`src/rtl/efd_pkg.sv`:
```
// Package for the escaped frame deframer: payload structs, register map,
// reset codes and sizing constants. Depends on nothing; every rtl file imports it.
package efd_pkg;

	// Default frame length limit and depth of the front-to-back queue
	localparam int DEF_MAX_FRAME_LEN = 128;
	localparam int QUEUE_DEPTH       = 4;

	// Configuration port sizing
	localparam int CFG_ADDR_W = 5;
	localparam int CFG_DATA_W = 32;

	// Register indexes (word address paddr[4:2])
	localparam logic [2:0] REG_ESCAPE     = 3'd0;
	localparam logic [2:0] REG_START_BUS  = 3'd1;
	localparam logic [2:0] REG_START_MQTT = 3'd2;
	localparam logic [2:0] REG_START_BENC = 3'd3;
	localparam logic [2:0] REG_START_MENC = 3'd4;
	localparam logic [2:0] REG_END        = 3'd5;
	localparam logic [2:0] REG_SINGLE_ESC = 3'd6;
	localparam logic [2:0] REG_DOUBLE_ESC = 3'd7;

	// Register reset values
	localparam logic [7:0] RST_ESCAPE     = 8'd27;
	localparam logic [7:0] RST_START_BUS  = 8'd2;
	localparam logic [7:0] RST_START_MQTT = 8'd3;
	localparam logic [7:0] RST_START_BENC = 8'd4;
	localparam logic [7:0] RST_START_MENC = 8'd5;
	localparam logic [7:0] RST_END        = 8'd6;
	localparam logic [7:0] RST_SINGLE_ESC = 8'd7;
	localparam logic [7:0] RST_DOUBLE_ESC = 8'd8;

	// Input action and result kind codes
	localparam logic ACT_BYTE     = 1'b0;
	localparam logic ACT_CLEAR    = 1'b1;
	localparam logic KIND_PAYLOAD = 1'b0;
	localparam logic KIND_DONE    = 1'b1;

	// Control codes as seen by the decoder
	typedef struct packed {
		logic [7:0] escape_code;
		logic [7:0] start_bus_code;
		logic [7:0] start_mqtt_code;
		logic [7:0] start_bus_enc_code;
		logic [7:0] start_mqtt_enc_code;
		logic [7:0] end_code;
		logic [7:0] single_escape_code;
		logic [7:0] double_escape_code;
	} efd_cfg_t;

	typedef struct packed {
		logic       action;
		logic [7:0] rx_byte;
	} efd_in_t;

	typedef struct packed {
		logic        kind;
		logic [7:0]  payload_byte;
		logic [6:0]  byte_index;
		logic [7:0]  frame_length;
		logic        is_bus_message;
		logic        is_encrypted;
		logic [15:0] error_total;
		logic        last;
	} efd_out_t;

	// One queue entry: first result, plus a flag for a second escape byte
	typedef struct packed {
		logic     two;
		efd_out_t res;
	} efd_entry_t;

endpackage

```
`src/rtl/efd_regs.sv`:
```
// Control code registers behind the APB-style configuration port.
// Depends on efd_pkg.
module efd_regs (
	input  logic                            clk,
	input  logic                            arst_n,
	input  logic                            psel,
	input  logic                            penable,
	input  logic                            pwrite,
	input  logic [efd_pkg::CFG_ADDR_W-1:0] paddr,
	input  logic [efd_pkg::CFG_DATA_W-1:0] pwdata,
	output logic [efd_pkg::CFG_DATA_W-1:0] prdata,
	output logic                            pready,
	output efd_pkg::efd_cfg_t               cfg
);
	import efd_pkg::*;

	efd_cfg_t   cfg_q;
	logic       wr_en;
	logic [2:0] reg_idx;
	logic [7:0] rd_val;

	assign wr_en   = psel && penable && pwrite;
	assign reg_idx = paddr[4:2];
	assign pready  = 1'b1;
	assign cfg     = cfg_q;

	// Write the addressed register
	always_ff @(posedge clk or negedge arst_n) begin
		if (!arst_n) begin
			cfg_q.escape_code         <= RST_ESCAPE;
			cfg_q.start_bus_code      <= RST_START_BUS;
			cfg_q.start_mqtt_code     <= RST_START_MQTT;
			cfg_q.start_bus_enc_code  <= RST_START_BENC;
			cfg_q.start_mqtt_enc_code <= RST_START_MENC;
			cfg_q.end_code            <= RST_END;
			cfg_q.single_escape_code  <= RST_SINGLE_ESC;
			cfg_q.double_escape_code  <= RST_DOUBLE_ESC;
		end else if (wr_en) begin
			unique case (reg_idx)
				REG_ESCAPE:     cfg_q.escape_code         <= pwdata[7:0];
				REG_START_BUS:  cfg_q.start_bus_code      <= pwdata[7:0];
				REG_START_MQTT: cfg_q.start_mqtt_code     <= pwdata[7:0];
				REG_START_BENC: cfg_q.start_bus_enc_code  <= pwdata[7:0];
				REG_START_MENC: cfg_q.start_mqtt_enc_code <= pwdata[7:0];
				REG_END:        cfg_q.end_code            <= pwdata[7:0];
				REG_SINGLE_ESC: cfg_q.single_escape_code  <= pwdata[7:0];
				REG_DOUBLE_ESC: cfg_q.double_escape_code  <= pwdata[7:0];
				default:        cfg_q.escape_code         <= cfg_q.escape_code;
			endcase
		end
	end

	// Read back the addressed register
	always_comb begin
		unique case (reg_idx)
			REG_ESCAPE:     rd_val = cfg_q.escape_code;
			REG_START_BUS:  rd_val = cfg_q.start_bus_code;
			REG_START_MQTT: rd_val = cfg_q.start_mqtt_code;
			REG_START_BENC: rd_val = cfg_q.start_bus_enc_code;
			REG_START_MENC: rd_val = cfg_q.start_mqtt_enc_code;
			REG_END:        rd_val = cfg_q.end_code;
			REG_SINGLE_ESC: rd_val = cfg_q.single_escape_code;
			REG_DOUBLE_ESC: rd_val = cfg_q.double_escape_code;
			default:        rd_val = 8'd0;
		endcase
	end

	assign prdata = {{(CFG_DATA_W-8){1'b0}}, rd_val};

endmodule

```
`src/rtl/efd_front.sv`:
```
// Front end: accepts line bytes, tracks escape and frame state, counts
// errors and pushes one queue entry per byte that yields results. Depends on efd_pkg.
module efd_front #(
	parameter int MAX_FRAME_LEN = efd_pkg::DEF_MAX_FRAME_LEN
) (
	input  logic                clk,
	input  logic                arst_n,
	input  efd_pkg::efd_cfg_t   cfg,
	input  logic                item_valid,
	output logic                item_ready,
	input  efd_pkg::efd_in_t    item,
	input  logic                q_full,
	output logic                push,
	output efd_pkg::efd_entry_t push_entry
);
	import efd_pkg::*;

	localparam int LW = $clog2(MAX_FRAME_LEN + 1);
	localparam logic [LW:0] MAX_W = (LW+1)'(MAX_FRAME_LEN);

	logic          esc_q, open_q, bus_q, enc_q;
	logic [LW-1:0] len_q;
	logic [15:0]   err_q;

	logic          esc_d, open_d, bus_d, enc_d;
	logic [LW-1:0] len_d;
	logic [15:0]   err_d;
	logic          err_hit, emit, two, accept;
	logic          is_start, full;
	logic [LW:0]   len_p1;
	logic [7:0]    c;
	efd_entry_t    ent;

	assign item_ready = !q_full;
	assign accept     = item_valid && item_ready;
	assign c          = item.rx_byte;
	assign len_p1     = {1'b0, len_q} + (LW+1)'(1);
	assign full       = {1'b0, len_q} >= MAX_W;
	assign is_start   = (c == cfg.start_bus_code) || (c == cfg.start_mqtt_code) ||
		(c == cfg.start_bus_enc_code) || (c == cfg.start_mqtt_enc_code);

	// Classify the byte and work out next state and the entry to queue
	always_comb begin
		esc_d   = esc_q;
		open_d  = open_q;
		bus_d   = bus_q;
		enc_d   = enc_q;
		len_d   = len_q;
		err_hit = 1'b0;
		emit    = 1'b0;
		two     = 1'b0;
		ent     = '0;
		ent.res.is_bus_message = bus_q;
		ent.res.is_encrypted   = enc_q;
		ent.res.byte_index     = 7'(len_q);
		if (item.action == ACT_CLEAR) begin
			esc_d  = 1'b0;
			open_d = 1'b0;
			bus_d  = 1'b0;
			enc_d  = 1'b0;
			len_d  = '0;
		end else if (full) begin
			// frame at its limit: drop everything until a clear
		end else if (esc_q) begin
			esc_d = 1'b0;
			if (is_start) begin
				err_hit = open_q;
				open_d  = 1'b1;
				len_d   = '0;
				bus_d   = (c == cfg.start_bus_code) || (c == cfg.start_bus_enc_code);
				enc_d   = (c == cfg.start_bus_enc_code) || (c == cfg.start_mqtt_enc_code);
			end else if (c == cfg.end_code) begin
				if (!open_q) begin
					err_hit = 1'b1;
				end else begin
					emit                 = 1'b1;
					open_d               = 1'b0;
					ent.res.kind         = KIND_DONE;
					ent.res.byte_index   = 7'd0;
					ent.res.frame_length = 8'(len_q);
				end
			end else if (c == cfg.single_escape_code) begin
				if (!open_q) begin
					err_hit = 1'b1;
				end else begin
					emit                 = 1'b1;
					ent.res.payload_byte = cfg.escape_code;
					len_d                = LW'(len_p1);
				end
			end else if (c == cfg.double_escape_code) begin
				if (!open_q) begin
					err_hit = 1'b1;
				end else begin
					emit                 = 1'b1;
					two                  = len_p1 < MAX_W;
					ent.res.payload_byte = cfg.escape_code;
					len_d                = two ? LW'(len_p1 + (LW+1)'(1)) : LW'(len_p1);
				end
			end else begin
				err_hit = 1'b1;
			end
		end else if (c == cfg.escape_code) begin
			esc_d = 1'b1;
		end else if (!open_q) begin
			err_hit = 1'b1;
		end else begin
			emit                 = 1'b1;
			ent.res.payload_byte = c;
			len_d                = LW'(len_p1);
		end
		err_d = (err_hit && (err_q != 16'hFFFF)) ? err_q + 16'd1 : err_q;
		ent.two             = two;
		ent.res.last        = !two;
		ent.res.error_total = err_d;
	end

	assign push       = accept && emit;
	assign push_entry = ent;

	// Advance frame state on each transfer
	always_ff @(posedge clk or negedge arst_n) begin
		if (!arst_n) begin
			esc_q  <= 1'b0;
			open_q <= 1'b0;
			bus_q  <= 1'b0;
			enc_q  <= 1'b0;
			len_q  <= '0;
			err_q  <= '0;
		end else if (accept) begin
			esc_q  <= esc_d;
			open_q <= open_d;
			bus_q  <= bus_d;
			enc_q  <= enc_d;
			len_q  <= len_d;
			err_q  <= err_d;
		end
	end

`ifndef NO_ASSERTIONS
	a_len_bound: assert property (@(posedge clk) disable iff (!arst_n)
		{1'b0, len_q} <= MAX_W)
		else $error("frame length past its limit");
	a_err_mono: assert property (@(posedge clk) disable iff (!arst_n)
		accept |=> err_q >= $past(err_q))
		else $error("error count went backwards");
`endif

endmodule

```
`src/rtl/efd_fifo.sv`:
```
// Short queue of decoded entries between front and back end.
// Depends on efd_pkg.
module efd_fifo (
	input  logic                clk,
	input  logic                arst_n,
	input  logic                push,
	input  efd_pkg::efd_entry_t push_entry,
	input  logic                pop,
	output efd_pkg::efd_entry_t head,
	output logic                empty,
	output logic                full
);
	import efd_pkg::*;

	localparam int PW = $clog2(QUEUE_DEPTH);
	localparam int CW = $clog2(QUEUE_DEPTH + 1);
	localparam logic [PW-1:0] LAST_PTR = PW'(QUEUE_DEPTH - 1);
	localparam logic [CW-1:0] DEPTH_C  = CW'(QUEUE_DEPTH);

	efd_entry_t    mem_q [QUEUE_DEPTH];
	logic [PW-1:0] wr_ptr_q, rd_ptr_q;
	logic [CW-1:0] count_q;

	assign empty = count_q == '0;
	assign full  = count_q == DEPTH_C;
	assign head  = mem_q[rd_ptr_q];

	// Store pushed entries
	always_ff @(posedge clk) begin
		if (push) begin
			mem_q[wr_ptr_q] <= push_entry;
		end
	end

	// Advance pointers and occupancy
	always_ff @(posedge clk or negedge arst_n) begin
		if (!arst_n) begin
			wr_ptr_q <= '0;
			rd_ptr_q <= '0;
			count_q  <= '0;
		end else begin
			if (push) begin
				wr_ptr_q <= (wr_ptr_q == LAST_PTR) ? '0 : wr_ptr_q + PW'(1);
			end
			if (pop) begin
				rd_ptr_q <= (rd_ptr_q == LAST_PTR) ? '0 : rd_ptr_q + PW'(1);
			end
			if (push && !pop) begin
				count_q <= count_q + CW'(1);
			end else if (pop && !push) begin
				count_q <= count_q - CW'(1);
			end
		end
	end

`ifndef NO_ASSERTIONS
	a_no_overrun: assert property (@(posedge clk) disable iff (!arst_n)
		!(push && full) && !(pop && empty))
		else $error("queue pushed when full or popped when empty");
`endif

endmodule

```
`src/rtl/efd_back.sv`:
```
// Back end: pops queue entries and presents results through an output
// register, splitting a double escape into two transfers. Depends on efd_pkg.
module efd_back (
	input  logic                clk,
	input  logic                arst_n,
	input  efd_pkg::efd_entry_t head,
	input  logic                empty,
	output logic                pop,
	output logic                result_valid,
	input  logic                result_ready,
	output efd_pkg::efd_out_t   result
);
	import efd_pkg::*;

	efd_out_t out_q, second_q, second_d;
	logic     valid_q, pend_q, load;

	// Output register is free when empty or being taken
	assign load = !valid_q || result_ready;
	assign pop  = load && !pend_q && !empty;

	// Second literal escape: next index, closes the item
	always_comb begin
		second_d            = head.res;
		second_d.byte_index = head.res.byte_index + 7'd1;
		second_d.last       = 1'b1;
	end

	// Hold result data
	always_ff @(posedge clk) begin
		if (load && pend_q) begin
			out_q <= second_q;
		end else if (pop) begin
			out_q    <= head.res;
			second_q <= second_d;
		end
	end

	// Track output valid and pending second result
	always_ff @(posedge clk or negedge arst_n) begin
		if (!arst_n) begin
			valid_q <= 1'b0;
			pend_q  <= 1'b0;
		end else if (load) begin
			if (pend_q) begin
				valid_q <= 1'b1;
				pend_q  <= 1'b0;
			end else begin
				valid_q <= pop;
				pend_q  <= pop && head.two;
			end
		end
	end

	assign result_valid = valid_q;
	assign result       = out_q;

`ifndef NO_ASSERTIONS
	a_pend_shown: assert property (@(posedge clk) disable iff (!arst_n)
		pend_q |-> valid_q && !out_q.last)
		else $error("second result pending behind a final one");
	a_follow_on: assert property (@(posedge clk) disable iff (!arst_n)
		valid_q && result_ready && !out_q.last |=> valid_q && out_q.last)
		else $error("first of two results not followed by its second");
`endif

endmodule

```
`src/rtl/escaped_frame_deframer.sv`:
```
// Escaped frame deframer: takes one line byte or clear item per cycle, unless
// the queue is full, and strips escape framing, emitting payload bytes with
// their index and a frame-done record with length and flags. Results leave at
// one per clock while the output is taken and the queue holds entries, except
// a double escape, whose two literal bytes leave as two transfers from the back
// end. A four-entry queue between the two absorbs that and output stalls; the
// front holds off only when the queue is full.
// Depends on efd_pkg, efd_regs, efd_front, efd_fifo and efd_back.
module escaped_frame_deframer #(
	parameter int MAX_FRAME_LEN = efd_pkg::DEF_MAX_FRAME_LEN
) (
	input  logic                            clk,
	input  logic                            arst_n,
	input  logic                            psel,
	input  logic                            penable,
	input  logic                            pwrite,
	input  logic [efd_pkg::CFG_ADDR_W-1:0] paddr,
	input  logic [efd_pkg::CFG_DATA_W-1:0] pwdata,
	output logic [efd_pkg::CFG_DATA_W-1:0] prdata,
	output logic                            pready,
	input  logic                            item_valid,
	output logic                            item_ready,
	input  efd_pkg::efd_in_t                item,
	output logic                            result_valid,
	input  logic                            result_ready,
	output efd_pkg::efd_out_t               result
);
	import efd_pkg::*;

	efd_cfg_t   cfg;
	efd_entry_t push_entry, head;
	logic       push, pop, q_full, q_empty;

	efd_regs u_regs (
		.clk     (clk),
		.arst_n  (arst_n),
		.psel    (psel),
		.penable (penable),
		.pwrite  (pwrite),
		.paddr   (paddr),
		.pwdata  (pwdata),
		.prdata  (prdata),
		.pready  (pready),
		.cfg     (cfg)
	);

	efd_front #(
		.MAX_FRAME_LEN (MAX_FRAME_LEN)
	) u_front (
		.clk        (clk),
		.arst_n     (arst_n),
		.cfg        (cfg),
		.item_valid (item_valid),
		.item_ready (item_ready),
		.item       (item),
		.q_full     (q_full),
		.push       (push),
		.push_entry (push_entry)
	);

	efd_fifo u_fifo (
		.clk        (clk),
		.arst_n     (arst_n),
		.push       (push),
		.push_entry (push_entry),
		.pop        (pop),
		.head       (head),
		.empty      (q_empty),
		.full       (q_full)
	);

	efd_back u_back (
		.clk          (clk),
		.arst_n       (arst_n),
		.head         (head),
		.empty        (q_empty),
		.pop          (pop),
		.result_valid (result_valid),
		.result_ready (result_ready),
		.result       (result)
	);

endmodule
```
`config.mk`:
```
export PLATFORM = sky130hd
export DESIGN_NAME = escaped_frame_deframer
export DESIGN_NICKNAME = d
export VERILOG_FILES = /design/src/rtl/efd_pkg.sv /design/src/rtl/efd_regs.sv /design/src/rtl/efd_front.sv /design/src/rtl/efd_fifo.sv /design/src/rtl/efd_back.sv /design/src/rtl/escaped_frame_deframer.sv
export SDC_FILE = /design/constraint.sdc
export NUM_CORES = 1
export LEC_CHECK = 0
export BUFFER_PORTS_ARGS = -buffer_cell sky130_fd_sc_hd__buf_2
export CAP_MARGIN = 20
export CORE_MARGIN = 1.5
export CORE_UTILIZATION = 45
export DETAILED_ROUTE_END_ITERATION = 6
export HOLD_SLACK_MARGIN = 0.03
export PLACE_DENSITY_LB_ADDON = 0.1
export REMOVE_ABC_BUFFERS = 1
export SYNTH_ARGS = -nofsm -noshare
export SYNTH_HDL_FRONTEND = slang
export SYNTH_SLANG_ARGS = --single-unit
```
`constraint.sdc`:
```
create_clock -name clk -period 4.05 [get_ports clk]
set_clock_uncertainty 0.05 [all_clocks]
set_input_delay 0 -clock clk [delete_from_list [all_inputs] [get_ports clk]]
set_output_delay 0 -clock clk [all_outputs]
set_load 0.01 [all_outputs]
```
==> metrics.md, run 1 <==
| Metric | Value |
|---|---|
| Status | completed |
| Fin crit share | 83.1% |
| Fin crit period | 3360 ps |
| Postcts setup bufs | 0 |
| Worst Slack Setup Final | 685 ps |
| CTS Buffer Depth | 3 |
| Routed len/inst | 20.5 um |
| Critical Path AT | 3620 ps |
| Hold Crit Class | primary input to register |
| Setup violations, final | 0 |
| Share of layout cells above drive strength 1 | 28.7% |
| Pwr/cell area | 639 nW/um^2 |
| Syn Inst Count | 1,124 |
| Design Power | 12.0 mW |
| Via density | 5.48 |
| #FFs+latches synth | 362 |
| Fin util | 52.5% |
| Distinct cell type count after synthesis | 59 |
| Fillers | 3,036 |
| Slew HR | 31.0% |
| Final net count | 1,299 |
| H-tree level count | 2 |
| Total wire length | 35,400 um |
| CTS tree | yes |
| Die height | 194 um |
| FP Rows | 69 |
| Fraction of registers with async set/reset | 27.9% |
| Die width | 194 um |
| Area of the core | 35,800 um^2 |
| IO Pins | 131 |
| Post-synth top flop | edfxtp_1 |
| CTS clock-pin slew for the worst setup and hold paths | 60 ps |
| Leakage | 6.82 nW |
| Slew Limit Fails | 0 |
| Antenna fix cells | 0 |
| Synth warn | 0 |
| Post-synth top cells | 261 x edfxtp_1, 109 x mux2_2, 87 x xnor2_1 |
| Worst slack, placed | 708 ps |
| Initial DRC Count | 540 |
| IO Port Bufs | 79 |
| CTS root buf | clkbuf_16 |
| CP Class | register to register |
| Routability cong. | 0.853 |
| Worst hold slack after final layout | 50.4 ps |
| CP Capture Type | register |
| Max Fclk | 297 MHz |
| Startpoint types | register |
| Drt pass-1 iters | 5 |
| Post-synth top area cell | edfxtp_1 |
| Largest net degree at the start of global routing | 69 |
| Clock sinks | 362 |
| Most frequent cell after synthesis | edfxtp_1 |
| Share of the synthesized area in the top cell type | 47.5% |
| Hpwl dp | 23,400 um |
| Total track usage | 19.1% |
| Initial antenna violation count | 0 |
| Maximum Capacitance Violations | 0 |
| Drt drc | 0 |
| CTS buffer count | 41 |
| M2 GR Usage | 30.7% |
| CP Max Fanout | 14 |
| Synth area leaders | edfxtp_1 47%, dfrtp_1 13%, mux2_2 7.4% |
| RSZ-0062 raised after global routing | false |
| First-pass GRT wire length | 55,900 um |
| Mean area per synthesized cell | 14.7 um^2 |
| Met1 Use GR | 27.2% |
| Post-Synthesis Cell Area | 16,500 um^2 |
| Post-synth EDFFs | 261 |
| Final hold violation count | 0 |
| Gr busiest metal | met2 |
| Vias in the first global route | 9,523 |
| Post-route ant nets | 0 |
| Die area | 37,800 um^2 |
| Met3 Use GR | 3.14% |
| Sequential cell area fraction in the yosys report | 62.9% |
| Synth-to-Final Area Change | 14.1% |
| Setup TNS | 0 ps |
| Clk Latency, worst-skew pair | 540 ps |
| Worst Max-Slew Pin Slew | 1030 ps |
| GRT overflow | 0 |
| Routed vias | 9,459 |
| Data required time of the critical path | 4300 ps |
| Worst vdd ir | 0.327 mV |
| Starting density of the core | 46.1% |
[placed cells by master (no fill, tap or decap), types with 5 or more instances in the layout]
cell type and count:
a22o_1 7, mux4_2 47, nor2b_1 12, mux2_2 109, clkbuf_1 9, nand3_1 39
dfstp_2 16, a22oi_1 9, buf_4 24, nor2_1 64, xnor2_1 87, nand2_1 55
a21oi_1 13, ha_1 14, o22ai_1 10, and2_1 11, mux2i_1 6, a211oi_1 5
clkinv_1 9, clkbuf_16 41, o21ai_0 21, nor3_1 14, and3_1 5, xor2_1 28
clkinv_2 8, inv_1 19, dfrtp_1 83, edfxtp_1 261, or2_2 5, conb_1 29
buf_2 78, dlygate4sd3_1 13, nor3_2 6, nand4_1 29
[report_power, final]
part | internal (mW) | switching, mW | total [mW]
clock network | 2.08 | 1.45 | 3.53
registers | 5.12 | 0.442 | 5.56
logic | 1.37 | 1.56 | 2.93
total | 8.57 | 3.45 | 12.0
[kinds of logic after synthesis]
kind of cell    count (synthesis)  share of synthesized area [%]
xor+xnor                      115                           6.10
compound gates                101                           4.31
simple gates                  264                           7.89
fa+ha+maj                      15                           1.18
flops                         362                           62.9
other cells                     2                         0.0455
buf+inv                       103                           3.31
mux                           162                           14.2
[what timing repair did]
action                                  CTS  global route
resized for setup                         0             0
hold buffers                             13             0
endpoints found under the hold margin   135             0
endpoints found under the setup margin    0             0
[metal layers]
layer	vias to the layer above	routed length [um]
met4	0	645
li1	4386	-
met2	198	16700
met5	-	0
met1	4829	16700
met3	46	1370
[state kept, by name, summed over array words and instances, names as in the netlist]
signal / flops
u_fifo.rd_ptr_q: 2
u_back.second_q: 42
u_regs.cfg: 64
u_fifo.wr_ptr_q: 2
u_front.err_q: 16
u_front.open_q: 1
u_back.pend_q: 1
u_front.len_q: 8
u_back.result: 43
u_front.esc_q: 1
u_front.enc_q: 1
u_fifo.count_q: 3
u_front.bus_q: 1
u_fifo.mem_q: 176
u_back.result_valid: 1
[final timing paths]
| path | to | slack, ps | start | cells after the start |
|---|---|---|---|---|
| max reg2reg | u_fifo.mem_q[1][3] | 690 | u_regs.cfg[48] | 8 |
| min | u_regs.cfg[49] | 50 | penable | 5 |
| max in group asynchronous | u_regs.cfg[18] | 2830 | arst_n | 3 |
| min reg2reg | u_fifo.count_q[2] | 450 | u_fifo.count_q[2] | 1 |
| max | u_fifo.mem_q[1][3] | 690 | u_regs.cfg[48] | 8 |
| min in group asynchronous | u_regs.cfg[0] | 80 | arst_n | 2 |
[stage by stage]
stage | instance area, um^2 | instances
2_1_floorplan | 16100 | 1068
3_3_place_gp | 17400 | 1634
3_5_place_dp | 17400 | 1635
4_1_cts | 18800 | 1724
5_1_grt | 18800 | 1725
6_report | 18800 | 1725
[worst max-delay path: stages, from the launching register on]
cell	delay, ps
dfrtp_1	400
xor2_1	180
nor4_1	570
a2bb2oi_1	260
and2_1	310
o221ai_2	550
buf_4	320
nand4_1	130
xnor2_1	350
[layout make-up]
class                      count  area, um^2  area share (%)
inverter                      20        75.1           0.399
clock inverter                25         220            1.17
sequential                   362       10400            55.2
timing repair buffer         120         792            4.21
tap                          461         577            3.06
multi-input combinational    686        5700            30.3
clock buffer                  51        1070            5.70
(Power assumes the default switching activity.)
==> run 2: changes to the inputs <==
Clock period 4.05 ns to 2.8 ns, I/O delays scaled along.
==> run 2 against run 1 <==
  * Clock power up 38%
  * First-iteration DRC count up 16%
  * Combinational power up 57%
  * Die area unchanged
  * Critical path type unchanged
  * Fmax up 24%
==> metrics.md, run 2 (synthesized netlist as in run 1, its figures left out) <==
| Metric | Value |
|---|---|
| FP Rows | 69 |
| Largest register FFs | 176 |
| Die width | 194 um |
| Pwr/cell area | 899 nW/um^2 |
| Hpwl dp | 23,700 um |
| First-pass GRT wire length | 56,900 um |
| CTS clock-pin slew for the worst setup and hold paths | 60 ps |
| Critical Path AT | 3130 ps |
| GRT overflow | 0 |
| Fin crit period | 2720 ps |
| Sequential power share | 45.7% |
| CTS buffer count | 40 |
| Largest net degree at the start of global routing | 56 |
| Status | completed |
| DP Area | 17,900 um^2 |
| Share of layout cells above drive strength 1 | 32.7% |
| Worst vdd ir | 0.611 mV |
| CTS Buffer Depth | 3 |
| Drt pass-1 iters | 5 |
| Switch Pwr | 5.01 mW |
| Worst Slack Setup Final | 79.9 ps |
| Final hold violation count | 0 |
| Worst Max-Slew Pin Slew | 949 ps |
| Total wire length | 36,100 um |
| Die area | 37,800 um^2 |
| Slew Limit Fails | 0 |
| Via density | 5.40 |
| IO Port Bufs | 79 |
| Clk Latency, worst-skew pair | 530 ps |
| CTS tree | yes |
| Worst Min Path Start | pwrite |
| Post-route ant nets | 0 |
| Max Fclk | 368 MHz |
| H-tree level count | 2 |
| Post-route cell area | 19,400 um^2 |
| CTS root buf | clkbuf_16 |
| Most frequent cells in the layout | 261 x edfxtp_1, 109 x mux2_2, 83 x dfrtp_1, 78 x buf_4, 78 x buf_2 |
| Leakage | 7.22 nW |
| Fillers | 2,954 |
| RSZ-0062 raised after global routing | true |
| Data required time of the critical path | 3210 ps |
| Die height | 194 um |
| Routability cong. | 0.870 |
| Initial antenna violation count | 0 |
| Critical Path Start | u_regs.cfg[17] |
| Slew HR | 36.5% |
| Vias in the first global route | 9,731 |
| Synth-to-Final Area Change | 17.6% |
| Gate power share | 26.4% |
| Sw Share | 28.7% |
| P_int | 12.4 mW |
| Worst hold slack after final layout | 78.9 ps |
| Biggest register | u_fifo.mem_q |
| Starting density of the core | 46.1% |
| Clock sinks | 362 |
| Worst slack, placed | -47.3 ps |
| CP Class | register to register |
| Maximum Capacitance Violations | 0 |
| Commonest non-fill, non-tap cell in the layout | edfxtp_1 |
| CP Capture Type | register |
| Setup violations, final | 0 |
| Total track usage | 19.4% |
| Fin crit share | 97.1% |
| Initial DRC Count | 628 |
| CP Max Fanout | 3 |
| Area of the core | 35,800 um^2 |
| Routed len/inst | 20.2 um |
| Drt drc | 0 |
| Hold Crit Class | primary input to register |
| Antenna fix cells | 0 |
| Routed vias | 9,636 |
| Final net count | 1,360 |
| Clk pwr share | 27.9% |
| Design Power | 17.4 mW |
| Startpoint types | register |
| Worst reg2reg path startpoint | u_regs.cfg[17] |
| IO Pins | 131 |
## run 2: cell type report
cell class,count,area (um^2),area share (%)
Clock buffer,58,1140,5.88
Inverter,20,75.1,0.387
Multi-Input combinational cell,686,5810,29.9
Clock inverter,15,78.8,0.406
Timing Repair Buffer,182,1340,6.89
Tap cell,461,577,2.97
Sequential cell,362,10400,53.5
## run 2: worst max-delay path, cell delays in order, from the launching register on
cell and delay [ps]:
dfstp_2 550, xnor2_1 120, nand4_1 160, nor2_2 160, o31a_1 210, a31oi_4 120, nor3_4 140, ha_2 210
inv_1 50, fa_1 430, xor2_1 170, nor2_1 120, xor2_1 140
## run 2: timing repair
item	in CTS	in global routing
setup buffers	0	1
setup endpoints to repair	2	50
gates cloned	0	0
gates resized for setup	3	18
hold endpoints to repair	164	0
hold buffers	16	0
pin swaps	0	11
## run 2: power by group through the flow
stage	Sequential (mW)	Clock [mW]	Combinational, mW
floorplan	8.34	0	2.57
global placement	8.04	0	4.55
detailed placement	8.08	0	4.59
CTS	7.98	5.02	4.65
global route	8.11	5.21	5.04
finish	7.97	4.88	4.60
## run 2: worst paths after layout
check / slack, ps / cells past startpoint / end
min reg2reg: 440 / 1 / u_fifo.count_q[2]
max in group asynchronous: 800 / 4 / u_regs.cfg[63]
max reg2reg: 80 / 12 / u_fifo.count_q[2]
max: 80 / 12 / u_fifo.count_q[2]
min: 80 / 6 / u_regs.cfg[49]
min in group asynchronous: 540 / 3 / u_regs.cfg[59]
## run 2: routing by layer
| metal | global-route usage (%) | share of wire (%) | wire length [um] | up-vias |
|---|---|---|---|---|
| met5 | 0 | 0 | 0 | - |
| met4 | 4.75 | 1.9 | 675 | 0 |
| met3 | 3.35 | 4.4 | 1580 | 59 |
| met2 | 31.0 | 47 | 16900 | 219 |
| met1 | 27.6 | 47 | 16900 | 4851 |
| li1 | - | - | - | 4507 |
## run 2: stage by stage
stage / utilization, % / setup TNS, ps / instances
floorplan: - / -132720 / 1068
global placement: 49.9 / 0 / 1694
detailed placement: 49.9 / -69.5 / 1694
CTS: 53.8 / 0 / 1783
global route: 54.2 / -76.2 / 1784
finish: 54.2 / 0 / 1784
